==> config.mk <==
export PLATFORM = sky130hd
export DESIGN_NAME = float_to_decimal_ascii_flat
export DESIGN_NICKNAME = d
export VERILOG_FILES = /design/src/hw/rtl/f2da_pkg.sv /design/src/hw/rtl/f2da_in_if.sv /design/src/hw/rtl/f2da_out_if.sv /design/src/hw/rtl/f2da_ctrl.sv /design/src/hw/rtl/f2da_dp.sv /design/src/hw/rtl/float_to_decimal_ascii.sv /design/src/flat_wrapper.sv
export SDC_FILE = /design/constraint.sdc
export NUM_CORES = 2
export LEC_CHECK = 0
export BUFFER_PORTS_ARGS = -buffer_cell sky130_fd_sc_hd__buf_2
export CORE_MARGIN = 8
export CORE_UTILIZATION = 45
export CTS_CLUSTER_DIAMETER = 30
export DETAILED_ROUTE_END_ITERATION = 8
export GPL_TIMING_DRIVEN = 1
export PLACE_DENSITY = 0.62
export SYNTH_ARGS = -nofsm -noshare
export SYNTH_HDL_FRONTEND = slang
export SYNTH_SLANG_ARGS = --single-unit
==> constraint.sdc <==
create_clock -name clk -period 8.4 [get_ports clk]
set_input_delay 0.42 -clock clk [delete_from_list [all_inputs] [get_ports clk]]
set_output_delay 0.42 -clock clk [all_outputs]
set_load 0.02 [all_outputs]
==> src/hw/rtl/f2da_pkg.sv <==
// shared types, constants and helpers for the float to decimal text block
package f2da_pkg;

  // parameter defaults
  localparam int MAX_FRAC_DIGITS_DEF = 9;
  localparam int MAX_INT_DIGITS_DEF  = 10;

  // configuration register reset value
  localparam logic [3:0] FRAC_DIGITS_RST = 4'd9;

  // character codes
  localparam logic [7:0] ASCII_ZERO = 8'h30;
  localparam logic [7:0] ASCII_DOT  = 8'h2E;
  localparam logic [7:0] ASCII_NUL  = 8'h00;
  localparam logic [7:0] DIGIT_MAX  = 8'd9;

  // datapath widths
  localparam int CONV_BITS  = 32;
  localparam int STEP_BITS  = 4;
  localparam int CONV_STEPS = CONV_BITS / STEP_BITS;
  localparam int IPART_W    = 31;
  localparam int FNUM_W     = 24;
  localparam int POW_W      = 30;
  localparam int PROD_W     = FNUM_W + POW_W;
  localparam int FVAL_W     = 30;

  // biased exponent landmarks
  localparam logic [7:0] EXP_ONE     = 8'd127;  // value in [1,2)
  localparam logic [7:0] EXP_INT     = 8'd150;  // lsb of significand weighs 1
  localparam logic [7:0] EXP_TOO_BIG = 8'd158;  // 2^31 and above
  localparam logic [7:0] SUBN_SHIFT  = 8'd149;  // fraction bits of a subnormal
  localparam logic [7:0] SHIFT_ZERO  = 8'd54;   // product shifted this far is zero

  typedef struct packed {
    logic load;
    logic decode;
    logic mult;
    logic shift;
    logic conv;
    logic len;
    logic emit;
  } f2da_cmd_t;

  typedef struct packed {
    logic conv_last;
    logic out_free;
    logic char_last;
  } f2da_sts_t;

  function automatic logic [33:0] pow10(input logic [3:0] n);
    logic [33:0] p;
    case (n)
      4'd0:    p = 34'd1;
      4'd1:    p = 34'd10;
      4'd2:    p = 34'd100;
      4'd3:    p = 34'd1000;
      4'd4:    p = 34'd10000;
      4'd5:    p = 34'd100000;
      4'd6:    p = 34'd1000000;
      4'd7:    p = 34'd10000000;
      4'd8:    p = 34'd100000000;
      4'd9:    p = 34'd1000000000;
      4'd10:   p = 34'd10000000000;
      default: p = 34'd0;
    endcase
    return p;
  endfunction

endpackage

==> src/hw/rtl/f2da_in_if.sv <==
// input channel: one single-precision bit pattern per transaction
interface f2da_in_if;
  logic        valid;
  logic        ready;
  logic [31:0] value_bits;

  modport source (output valid, output value_bits, input ready);
  modport sink   (input valid, input value_bits, output ready);
endinterface

==> src/hw/rtl/f2da_out_if.sv <==
// output channel: one text character per transaction
interface f2da_out_if;
  logic       valid;
  logic       ready;
  logic [7:0] out_char;
  logic       is_last;
  logic       bad_input;

  modport source (output valid, output out_char, output is_last, output bad_input,
                  input ready);
  modport sink   (input valid, input out_char, input is_last, input bad_input,
                  output ready);
endinterface

==> src/hw/rtl/f2da_ctrl.sv <==
// sequencer for decode, scaling, bcd conversion and character output
module f2da_ctrl import f2da_pkg::*; (
  input  logic      clk,
  input  logic      rst,
  input  logic      in_valid,
  output logic      in_ready,
  input  f2da_sts_t sts,
  output f2da_cmd_t cmd
);

  localparam logic [2:0] S_IDLE  = 3'd0;
  localparam logic [2:0] S_DEC   = 3'd1;
  localparam logic [2:0] S_MULT  = 3'd2;
  localparam logic [2:0] S_SHIFT = 3'd3;
  localparam logic [2:0] S_CONV  = 3'd4;
  localparam logic [2:0] S_LEN   = 3'd5;
  localparam logic [2:0] S_EMIT  = 3'd6;

  logic [2:0] state, state_next;

  always_ff @(posedge clk) begin
    if (rst) begin
      state <= S_IDLE;
    end else begin
      state <= state_next;
    end
  end

  always_comb begin
    state_next = state;
    cmd        = '0;
    in_ready   = 1'b0;
    case (state)
      S_IDLE: begin
        in_ready = 1'b1;
        if (in_valid) begin
          cmd.load   = 1'b1;
          state_next = S_DEC;
        end
      end
      S_DEC: begin
        cmd.decode = 1'b1;
        state_next = S_MULT;
      end
      S_MULT: begin
        cmd.mult   = 1'b1;
        state_next = S_SHIFT;
      end
      S_SHIFT: begin
        cmd.shift  = 1'b1;
        state_next = S_CONV;
      end
      S_CONV: begin
        cmd.conv = 1'b1;
        if (sts.conv_last) begin
          state_next = S_LEN;
        end
      end
      S_LEN: begin
        cmd.len    = 1'b1;
        state_next = S_EMIT;
      end
      S_EMIT: begin
        if (sts.out_free) begin
          cmd.emit = 1'b1;
          if (sts.char_last) begin
            state_next = S_IDLE;
          end
        end
      end
      default: begin
        state_next = S_IDLE;
      end
    endcase
  end

`ifndef SYNTHESIS
  a_one_item_at_a_time: assert property (@(posedge clk) disable iff (rst)
    (in_valid && in_ready) |=> !in_ready)
    else $error("input taken while an item is in flight");

  a_emit_needs_room: assert property (@(posedge clk) disable iff (rst)
    cmd.emit |-> sts.out_free)
    else $error("character issued while output register is occupied");
`endif

endmodule

==> src/hw/rtl/f2da_dp.sv <==
// datapath: decode, fraction scaling, binary to bcd and character selection
module f2da_dp import f2da_pkg::*; #(
  parameter int MAX_FRAC_DIGITS = MAX_FRAC_DIGITS_DEF,
  parameter int MAX_INT_DIGITS  = MAX_INT_DIGITS_DEF
) (
  input  logic        clk,
  input  logic        rst,
  input  logic        cfg_we,
  input  logic [3:0]  cfg_wdata,
  input  logic [31:0] in_value,
  input  f2da_cmd_t   cmd,
  output f2da_sts_t   sts,
  output logic        out_valid,
  input  logic        out_ready,
  output logic [7:0]  out_char,
  output logic        out_last,
  output logic        out_bad
);

  localparam int IBCD_W = 4 * MAX_INT_DIGITS;
  localparam int FBCD_W = 4 * MAX_FRAC_DIGITS;
  localparam int ICW    = $clog2(MAX_INT_DIGITS + 1);
  localparam int FCW    = $clog2(MAX_FRAC_DIGITS + 1);
  localparam int IIX    = (MAX_INT_DIGITS > 1) ? $clog2(MAX_INT_DIGITS) : 1;
  localparam int FIX    = (MAX_FRAC_DIGITS > 1) ? $clog2(MAX_FRAC_DIGITS) : 1;
  localparam logic [33:0] INT_LIMIT = pow10(4'(MAX_INT_DIGITS));
  localparam logic [3:0]  K_MAX     = 4'(MAX_FRAC_DIGITS);

  logic [3:0]           frac_digits;
  logic [31:0]          value;
  logic [3:0]           k;
  logic                 err;
  logic [IPART_W-1:0]   ipart;
  logic [FNUM_W-1:0]    fnum;
  logic [7:0]           s;
  logic [PROD_W-1:0]    prod;
  logic [CONV_BITS-1:0] isrc, fsrc;
  logic [IBCD_W-1:0]    bcd_i;
  logic [FBCD_W-1:0]    bcd_f;
  logic [2:0]           conv_cnt;
  logic [ICW-1:0]       int_cnt;
  logic [FCW-1:0]       frac_cnt;
  logic                 dot_pend;

  // config register
  always_ff @(posedge clk) begin
    if (rst) begin
      frac_digits <= FRAC_DIGITS_RST;
    end else if (cfg_we) begin
      frac_digits <= cfg_wdata;
    end
  end

  // decode of the captured bit pattern
  logic                 sign_d;
  logic [7:0]           bexp_d;
  logic [FNUM_W-1:0]    mant_d;
  logic                 err_d;
  logic [IPART_W-1:0]   ipart_d;
  logic [FNUM_W-1:0]    fnum_d;
  logic [7:0]           s_d;
  logic [2:0]           shl_d;

  always_comb begin
    sign_d  = value[31];
    bexp_d  = value[30:23];
    mant_d  = {(bexp_d != 8'd0), value[22:0]};
    err_d   = (sign_d && (value[30:0] != 31'd0)) || (bexp_d >= EXP_TOO_BIG);
    shl_d   = 3'((bexp_d - EXP_INT) & 8'h07);
    ipart_d = '0;
    fnum_d  = '0;
    s_d     = '0;
    if (bexp_d >= EXP_INT) begin
      ipart_d = {7'd0, mant_d} << shl_d;
    end else if (bexp_d >= EXP_ONE) begin
      s_d     = EXP_INT - bexp_d;
      ipart_d = {7'd0, mant_d} >> s_d;
      fnum_d  = mant_d & ((24'd1 << s_d) - 24'd1);
    end else begin
      s_d    = (bexp_d == 8'd0) ? SUBN_SHIFT : (EXP_INT - bexp_d);
      fnum_d = mant_d;
    end
  end

  // fraction scaling
  logic [33:0]       pow_full;
  logic [POW_W-1:0]  pow_k;
  logic [PROD_W-1:0] prod_d;
  logic [PROD_W-1:0] fval_full;

  assign pow_full  = pow10(k);
  assign pow_k     = pow_full[POW_W-1:0];
  assign prod_d    = fnum * pow_k;
  assign fval_full = (s >= SHIFT_ZERO) ? '0 : (prod >> s);

  // radix-16 double dabble, four bits per cycle for both parts
  logic [IBCD_W-1:0] bcd_i_d;
  logic [FBCD_W-1:0] bcd_f_d;

  always_comb begin
    bcd_i_d = bcd_i;
    bcd_f_d = bcd_f;
    for (int b = 0; b < STEP_BITS; b++) begin
      for (int d = 0; d < MAX_INT_DIGITS; d++) begin
        if (bcd_i_d[4*d +: 4] >= 4'd5) begin
          bcd_i_d[4*d +: 4] = bcd_i_d[4*d +: 4] + 4'd3;
        end
      end
      bcd_i_d = {bcd_i_d[IBCD_W-2:0], isrc[CONV_BITS-1-b]};
      for (int d = 0; d < MAX_FRAC_DIGITS; d++) begin
        if (bcd_f_d[4*d +: 4] >= 4'd5) begin
          bcd_f_d[4*d +: 4] = bcd_f_d[4*d +: 4] + 4'd3;
        end
      end
      bcd_f_d = {bcd_f_d[FBCD_W-2:0], fsrc[CONV_BITS-1-b]};
    end
  end

  // integer digit count, at least one
  logic [ICW-1:0] ndig;

  always_comb begin
    ndig = ICW'(1);
    for (int d = 0; d < MAX_INT_DIGITS; d++) begin
      if (bcd_i[4*d +: 4] != 4'd0) begin
        ndig = ICW'(d + 1);
      end
    end
  end

  // current character
  logic [IIX-1:0] i_idx;
  logic [FIX-1:0] f_idx;
  logic [7:0]     cur_char;
  logic           cur_last;

  assign i_idx = IIX'(int_cnt - ICW'(1));
  assign f_idx = FIX'(frac_cnt - FCW'(1));

  always_comb begin
    if (err) begin
      cur_char = ASCII_NUL;
      cur_last = 1'b1;
    end else if (int_cnt != '0) begin
      cur_char = ASCII_ZERO + {4'd0, bcd_i[i_idx*4 +: 4]};
      cur_last = (int_cnt == ICW'(1)) && !dot_pend;
    end else if (dot_pend) begin
      cur_char = ASCII_DOT;
      cur_last = 1'b0;
    end else begin
      cur_char = ASCII_ZERO + {4'd0, bcd_f[f_idx*4 +: 4]};
      cur_last = (frac_cnt == FCW'(1));
    end
  end

  // work registers
  always_ff @(posedge clk) begin
    if (cmd.load) begin
      value <= in_value;
      k     <= (frac_digits > K_MAX) ? K_MAX : frac_digits;
    end
    if (cmd.decode) begin
      err   <= err_d;
      ipart <= ipart_d;
      fnum  <= fnum_d;
      s     <= s_d;
    end
    if (cmd.mult) begin
      prod <= prod_d;
      err  <= err || ({3'd0, ipart} >= INT_LIMIT);
    end
    if (cmd.shift) begin
      isrc     <= {1'b0, ipart};
      fsrc     <= {2'd0, fval_full[FVAL_W-1:0]};
      bcd_i    <= '0;
      bcd_f    <= '0;
      conv_cnt <= '0;
    end
    if (cmd.conv) begin
      bcd_i    <= bcd_i_d;
      bcd_f    <= bcd_f_d;
      isrc     <= isrc << STEP_BITS;
      fsrc     <= fsrc << STEP_BITS;
      conv_cnt <= conv_cnt + 3'd1;
    end
    if (cmd.len) begin
      int_cnt  <= ndig;
      frac_cnt <= FCW'(k);
      dot_pend <= (k != 4'd0);
    end
    if (cmd.emit && !err) begin
      if (int_cnt != '0) begin
        int_cnt <= int_cnt - ICW'(1);
      end else if (dot_pend) begin
        dot_pend <= 1'b0;
      end else begin
        frac_cnt <= frac_cnt - FCW'(1);
      end
    end
  end

  // output register
  always_ff @(posedge clk) begin
    if (rst) begin
      out_valid <= 1'b0;
    end else if (cmd.emit) begin
      out_valid <= 1'b1;
    end else if (out_ready) begin
      out_valid <= 1'b0;
    end
  end

  always_ff @(posedge clk) begin
    if (cmd.emit) begin
      out_char <= cur_char;
      out_last <= cur_last;
      out_bad  <= err;
    end
  end

  assign sts.conv_last = (conv_cnt == 3'(CONV_STEPS - 1));
  assign sts.out_free  = !out_valid || out_ready;
  assign sts.char_last = cur_last;

`ifndef SYNTHESIS
  a_error_is_last: assert property (@(posedge clk) disable iff (rst)
    (out_valid && out_bad) |-> out_last)
    else $error("error transaction not marked last");

  a_error_char_zero: assert property (@(posedge clk) disable iff (rst)
    (out_valid && out_bad) |-> (out_char == ASCII_NUL))
    else $error("error transaction carries a character");

  a_text_charset: assert property (@(posedge clk) disable iff (rst)
    (out_valid && !out_bad) |-> ((out_char == ASCII_DOT) ||
      ((out_char >= ASCII_ZERO) && (out_char <= ASCII_ZERO + DIGIT_MAX))))
    else $error("text transaction is neither digit nor dot");
`endif

endmodule

==> src/hw/rtl/float_to_decimal_ascii.sv <==
// float to decimal text: an accepted value is decoded, scaled, converted to
// bcd and measured, then goes out one character per cycle while the receiver
// takes them; an item has 1 to 20 characters and holds the input until its
// last one enters the output register; the pace is set by the 8-step bcd
// conversion and the single output register; synchronous active-high rst
// clears the sequencer and output valid and sets frac_digits to 9
module float_to_decimal_ascii import f2da_pkg::*; #(
  parameter int MAX_FRAC_DIGITS = MAX_FRAC_DIGITS_DEF,
  parameter int MAX_INT_DIGITS  = MAX_INT_DIGITS_DEF
) (
  input  logic       clk,
  input  logic       rst,
  f2da_in_if.sink    in_item,
  f2da_out_if.source out_item,
  input  logic       cfg_we,
  input  logic [3:0] cfg_wdata
);

  // command and status between sequencer and datapath
  f2da_cmd_t cmd;
  f2da_sts_t sts;

  // sequencer: accepts one value, steps the datapath, paces characters
  f2da_ctrl u_ctrl (
    .clk      (clk),
    .rst      (rst),
    .in_valid (in_item.valid),
    .in_ready (in_item.ready),
    .sts      (sts),
    .cmd      (cmd)
  );

  // datapath: exact fixed-point fraction, bcd digits, output register
  f2da_dp #(
    .MAX_FRAC_DIGITS (MAX_FRAC_DIGITS),
    .MAX_INT_DIGITS  (MAX_INT_DIGITS)
  ) u_dp (
    .clk       (clk),
    .rst       (rst),
    .cfg_we    (cfg_we),
    .cfg_wdata (cfg_wdata),
    .in_value  (in_item.value_bits),
    .cmd       (cmd),
    .sts       (sts),
    .out_valid (out_item.valid),
    .out_ready (out_item.ready),
    .out_char  (out_item.out_char),
    .out_last  (out_item.is_last),
    .out_bad   (out_item.bad_input)
  );

endmodule

==> src/flat_wrapper.sv <==
// flat-port wrapper written by rule: the top's interface ports become plain ports
module float_to_decimal_ascii_flat import f2da_pkg::*;
#(
  parameter int MAX_FRAC_DIGITS = MAX_FRAC_DIGITS_DEF,
  parameter int MAX_INT_DIGITS  = MAX_INT_DIGITS_DEF
)
  (clk, rst, cfg_we, cfg_wdata, in_item_valid, in_item_value_bits, in_item_ready, out_item_valid, out_item_out_char, out_item_is_last, out_item_bad_input, out_item_ready);
  f2da_in_if in_item_i ();
  f2da_out_if out_item_i ();
  input  logic clk;
  input  logic rst;
  input  logic cfg_we;
  input  logic [3:0] cfg_wdata;
  input wire logic [$bits(in_item_i.valid)-1:0] in_item_valid;
  input wire logic [$bits(in_item_i.value_bits)-1:0] in_item_value_bits;
  output wire logic [$bits(in_item_i.ready)-1:0] in_item_ready;
  output wire logic [$bits(out_item_i.valid)-1:0] out_item_valid;
  output wire logic [$bits(out_item_i.out_char)-1:0] out_item_out_char;
  output wire logic [$bits(out_item_i.is_last)-1:0] out_item_is_last;
  output wire logic [$bits(out_item_i.bad_input)-1:0] out_item_bad_input;
  input wire logic [$bits(out_item_i.ready)-1:0] out_item_ready;
  assign in_item_i.valid = in_item_valid;
  assign in_item_i.value_bits = in_item_value_bits;
  assign in_item_ready = in_item_i.ready;
  assign out_item_valid = out_item_i.valid;
  assign out_item_out_char = out_item_i.out_char;
  assign out_item_is_last = out_item_i.is_last;
  assign out_item_bad_input = out_item_i.bad_input;
  assign out_item_i.ready = out_item_ready;
  float_to_decimal_ascii #(.MAX_FRAC_DIGITS(MAX_FRAC_DIGITS), .MAX_INT_DIGITS(MAX_INT_DIGITS)) u_core (.clk(clk), .rst(rst), .in_item(in_item_i), .out_item(out_item_i), .cfg_we(cfg_we), .cfg_wdata(cfg_wdata));
endmodule
Word-level counts from Yosys, hierarchy flattened
Memory sizes are Yosys's and may differ from the RTL's. A register that Yosys moved wholly into a read port is not among the register bits.
Index checks and enable logic that the tools add are counted.
W data, S select, Z words.

cells by class
  add/sub/neg operators = 84
  multipliers = 1
  order comparisons = 82
  eq/ne operators = 13
  shift-type cells = 6
  muxes and demuxes = 138
  bitwise gates (word level) = 1
  reductions and logical operators = 28

operators with widths
  cell                     number
  $mux W4                  85
  $ge A4 B3 Y1 const B     76
  $add A4 B2 Y4 const B    68
  $mux W32                 4
  $mux W40                 2
  $mux W36                 2
  $mux W31                 2
  $mul A24 B30 Y54         1
  $shr A54 B8 Y30          1
  $reduce_bool A4 Y1       11
  $mux W3                  14
  $shiftx A40 B7 Y4        1
  $shiftx A36 B7 Y4        1
  $ge A31 B34 Y1 const B   1
  $reduce_bool A31 Y1      1
  $shl A24 B3 Y31          1
  $shr A24 B8 Y31          1
  $mux W30                 1
  $add A3 B2 Y3 const B    8
  $and A24 B24 Y24         1
  $mux W24                 1
  $shl A1 B8 Y24 const A   1
  $sub A24 B1 Y24 const B  1
  $mux W1                  21
  other kinds (27)         47

storage, ports and cells
  flip-flop bits (word level) = 324
  memory bits (read-only) = 512
  input bits = 41
  output and inout port bits = 12
  logic and storage cells = 377
  memories kept = 1

memories
  name              words  width  rd ports  clocked after memory_dff  wr ports  line            RTL
  (name not given)  16     32     1         1                         0         f2da_pkg.sv:52  case (n)

Depth between registers and ports, before layout
  depth in word-level cells = 13
  depth in mapped cells = 28
  mapped depth without buffers = 26

By module
Synthesis repeated with hierarchy kept, for this count alone.

second synthesis, totals
  cells, all modules = 5,349
  area, all modules = 50,009.2 um^2

modules (own cells, without submodules)
  module     times used  cells an instance  area each (um^2)  sequential area each (um^2)
  f2da_dp    1           5,322              49,819.0          9,859.5
  f2da_ctrl  1           27                 190.2             60.1

Least setup slack after synthesis
OpenSTA, ideal clock, no wires.

  path type = register -> register
  start = register u_core.u_dp.fnum[3]
  end = register u_core.u_dp.prod[52] (data pin)
  library setup time = 0.257 ns
  arrival time = 6.831 ns
  required time = 8.143 ns
  setup slack = 1.312 ns
  cell stages (with the launch flop) = 27
  buffers on the path = 2
  period minus slack after synthesis = 7.088 ns
  path through = edfxtp_1 -> clkbuf_1 -> clkbuf_1 -> nand2_1 -> fa_1 -> inv_1 -> fa_1 -> inv_1 -> fa_1 -> fa_1 -> inv_1 -> fa_1 -> fa_1 -> inv_1 -> fa_1 -> inv_1 -> ha_1 -> nand2_1 -> nor2_1 -> a2111oi_2 -> o31ai_2 -> a22oi_1 -> nand3_2 -> nand3_1 -> o21ai_0 -> a221o_1 -> xor2_1

on the way
  longest elaborated chain between the ends = 1

ends and longest elaborated chain
  what                        line            RTL
  from (decl)                 f2da_dp.sv:34   logic [FNUM_W-1:0] fnum;
  from (signal assigned)      f2da_dp.sv:165  fnum <= fnum_d;
  $mul A24 B30 Y54            f2da_dp.sv:93   assign prod_d = fnum * pow_k;
  via u_core.u_dp.prod_d[52]  f2da_dp.sv:88   logic [PROD_W-1:0] prod_d;
  to (signal assigned)        f2da_dp.sv:169  prod <= prod_d;
  to (decl)                   f2da_dp.sv:36   logic [PROD_W-1:0] prod;

The timed path passes the listed nets, and every way through them passes these cells.
A chain may end at the register's enable or synchronous reset.

Worst setup path after layout
  start = register u_core.u_dp.pow_full[12] (netlist name)
  end = register u_core.u_dp.prod[50] (data pin)

on the way
  longest elaborated chain between the ends = 1

ends and longest elaborated chain
  what                        line
  $mul A24 B30 Y54            f2da_dp.sv:93
  via u_core.u_dp.prod_d[50]  f2da_dp.sv:88

The timed path passes the listed nets, and every way through them passes these cells.

==> results.yml <==
clocking:
  cts_tree: "yes"
  cts_resized: 0
  cts_max_level: 3
  clk_pin_slew_worst_paths_ns: 0.05
  cts_sinks: 347
  cts_buffers: 82
  cts_setup_buffers: 0
  clock_latency_ns: 0.63
  postCtsHoldBufs: 34
  clock_tree.buffer_depth: 3
  root_buffer: "clkbuf_16"
route:
  drtPass1Iterations: 6
  routed_wirelength_microns: 132000
  vias_per_cell: 5.42
  antenna_left: 0
  vias: 36500
  avgRoutedWirePerCell_microns: 19.6
  post-route-drc-count: 0
  dr.first_iter.drc_count: 2561
grt:
  grtUsageTotal_pct: 21.7
  antenna_found_initial: 5
  grt_remaining_overflow: 0
  grt_pass1_wl_microns: 209000
  grt_pass1_vias: 37400
  grt_max_degree: 76
yosys:
  ys_seq_area_share_pct: 20.1
  avgSynthCellArea_sq_um: 9.45
  yosys-top-cells-area: "fa_1, edfxtp_1, ha_1, inv_1, mux2i_1"
  ys_types: 107
  synthCells: 5221
  ys_ff_latch: 347
  synth_enable_flop_cells: 297
  synth_top_area_share_pct: 24.9
  yosysWarnings: 0
  synth_ff_type: "edfxtp_1"
  yosys.area.top_type: "fa_1"
  async_reset_ff_share_pct: 0
  synthesis.area_sq_um: 49300
cells_and_area:
  multiInputGateArea_sq_um: 35200
  fin_cells: 6743
  seqCellArea_sq_um: 9920
  synthToLayoutAreaGrowth_pct: 10.5
  fin_area_sq_um: 54500
  finalNetCount: 6262
  fill_cells: 9981
  layout-drive-gt1-share_pct: 10.3
die:
  rows: 121
  die_w_microns: 347
  core_area_sq_um: 109000
  fp.dieH_microns: 347
  die_area_sq_um: 120000
  start_util_pct: 45.3
  ios: 53
setup_path:
  end_kind: "flop"
  worst-path-max-fanout: 21
  start_kind: "flop"
  critPathRequiredTime_ns: 8.77
  cp_slowest_cell: "dfxtp_1"
  slowest_delay_ns: 1.08
  crit_path_frequent_cell: "fa_1"
  worstPathCellList: "and2_1 -> fa_1 -> fa_1 -> inv_1 -> fa_1 -> fa_1 -> inv_1 -> fa_1 -> fa_1 -> inv_1 -> fa_1 -> inv_1 -> ha_1 -> nand4_1 -> o221ai_1 -> a31oi_1 -> o22ai_2 -> nand2_1 -> nand3_2 -> a41oi_1 -> or4_1 -> o21ai_2 -> xor2_1"
  critical_path_class: "reg2reg"
  arrival_ns: 8.32
placement:
  dpl_cell_area_sq_um: 51300
  portBuffers: 50
  dp_hpwl_microns: 103000
  placed_cells: 6553
  finalWeightedCongestion: 0.945
sta:
  fin_crit_sh_pct: 94.6
  max_slew_margin_pct: 22.4
  setup_violations: 0
  rsz0062_at_grt: "no"
  totalNegativeSetupSlack_ns: 0
  max_freq_ghz: 0.126
  tightest_slew_ns: 1.16
  fin_crit_ns: 7.94
  maxSlewViolCount: 0
  skew_ns: 0.0314
  hold_viol: 0
status:
  status: "complete, no violations"
worst_hold_path:
  hold_class: "in2reg"
power:
  power.density_nw_per_um2: 445
  ir_worst_vdd_v: 0.000699
  leakage_nw: 25.1
run:
  maxCapViolations: 0
-- report_power, final --
part | internal, W | total (W) | leakage [nW] | switching (W)
clock network | 0.00207 | 0.00320 | 1.32 | 0.00113
registers | 0.00276 | 0.00306 | 3.18 | 0.000306
logic | 0.00727 | 0.0180 | 20.6 | 0.0107
total | 0.0121 | 0.0242 | 25.1 | 0.0121
-- worst max-delay path: cells and delay by family (launching register included) --
| family | cells | cell delay [ns] |
|---|---|---|
| DFF | 1 | 1.08 |
| and+or+nand+nor | 5 | 1.21 |
| buffers and inverters | 4 | 0.23 |
| xor gates and xnor gates | 1 | 0.09 |
| adders and majority gates | 8 | 4.07 |
| AOI/OAI and AO/OA | 5 | 1.00 |
-- synth_stat cells (24+ instances only) --
cell      number
xnor2_1      114
o22ai_1       33
mux2_2        47
mux4_2        59
fa_1         614
a21o_1        37
mux2i_1      214
a22o_1        38
o21ai_0      137
and2_1       329
a21oi_1      230
o21a_1        29
clkbuf_1     197
nor2b_1       71
nor3_1        50
edfxtp_1     297
dfxtp_1       50
nand3_1       43
ha_1         350
nand2b_1      89
nor2_1       270
inv_1        876
and3_1        32
nor3b_1       44
nand2_1      510
xor2_1        24
a21oi_2       26
a211oi_1      39
-- sequential cells by signal (all words and copies together) (netlist names), 6 cells and up --
name                  cells
u_core.u_dp.fnum         24
u_core.u_dp.s             8
u_core.u_dp.bcd_f        36
u_core.u_dp.value        32
u_core.u_dp.ipart        31
u_core.u_dp.pow_full     25
u_core.u_dp.bcd_i        40
u_core.u_dp.fsrc         32
u_core.u_dp.prod         54
u_core.u_dp.out_char      6
u_core.u_dp.isrc         32
-- kinds of logic after synthesis --
kind of cell	synth area share, %
xor+xnor	2.60
simple gates	15.0
buf+inv	8.72
fa+ha+maj	33.8
other cells	0.00760
flops	20.1
mux	9.14
compound gates	10.6
-- layout by cell type (no fill, tap or decap), types with 59 or more instances in the layout --
cell type	n
a21oi_1	230
nor2_1	269
xnor2_1	113
inv_1	875
buf_4	106
clkbuf_16	83
edfxtp_1	297
and2_1	328
ha_1	350
mux4_2	59
nand2b_1	89
nand2_1	509
fa_1	614
nor2b_1	69
mux2i_1	214
o21ai_0	137
-- layer usage --
layer  routed length (microns)  part of all wire [%]  GRT usage, %
met1                     57100                    43          29.0
met2                     59800                    45          34.6
met3                     10900                   8.2          5.67
met4                      4360                   3.3          6.98
met5                        41                 0.031             0
-- stage by stage --
step                hold WS (ns)  worst slack (ns)  total power (W)  utilization, %
detailed placement         0.442             0.460           0.0209            47.1
floorplan                  0.425              1.31           0.0163               -
global route              0.0437             0.183           0.0268            50.1
CTS                       0.0155             0.507           0.0243            50.1
finish                    0.0493             0.457           0.0242            50.1
global placement           0.436             0.515           0.0209            47.1
-- cell type report --
class                           instances  share of cell area, %
Sequential cell                       347                   18.2
Clock inverter                         64                   1.35
Inverter                              888                   6.13
Multi-Input combinational cell       3744                   64.5
Clock buffer                           90                   3.88
Tap cell                             1414                   3.25
Timing Repair Buffer                  194                   2.69
Antenna cell                            2                0.00918
-- worst paths after layout --
path / depth (start not counted) / endpoint / startpoint / slack, ns
worst max-delay path: 23 / u_core.u_dp.prod[50] / u_core.u_dp.pow_full[12] / 0.46
worst min-delay path: 3 / u_core.u_dp.frac_digits[1] / cfg_wdata[1] / 0.05
worst max register to register: 23 / u_core.u_dp.prod[50] / u_core.u_dp.pow_full[12] / 0.46
worst min register to register: 2 / u_core.u_dp.fsrc[3] / u_core.u_dp.fsrc[3] / 0.45
Power figures use the tool's default switching activity.
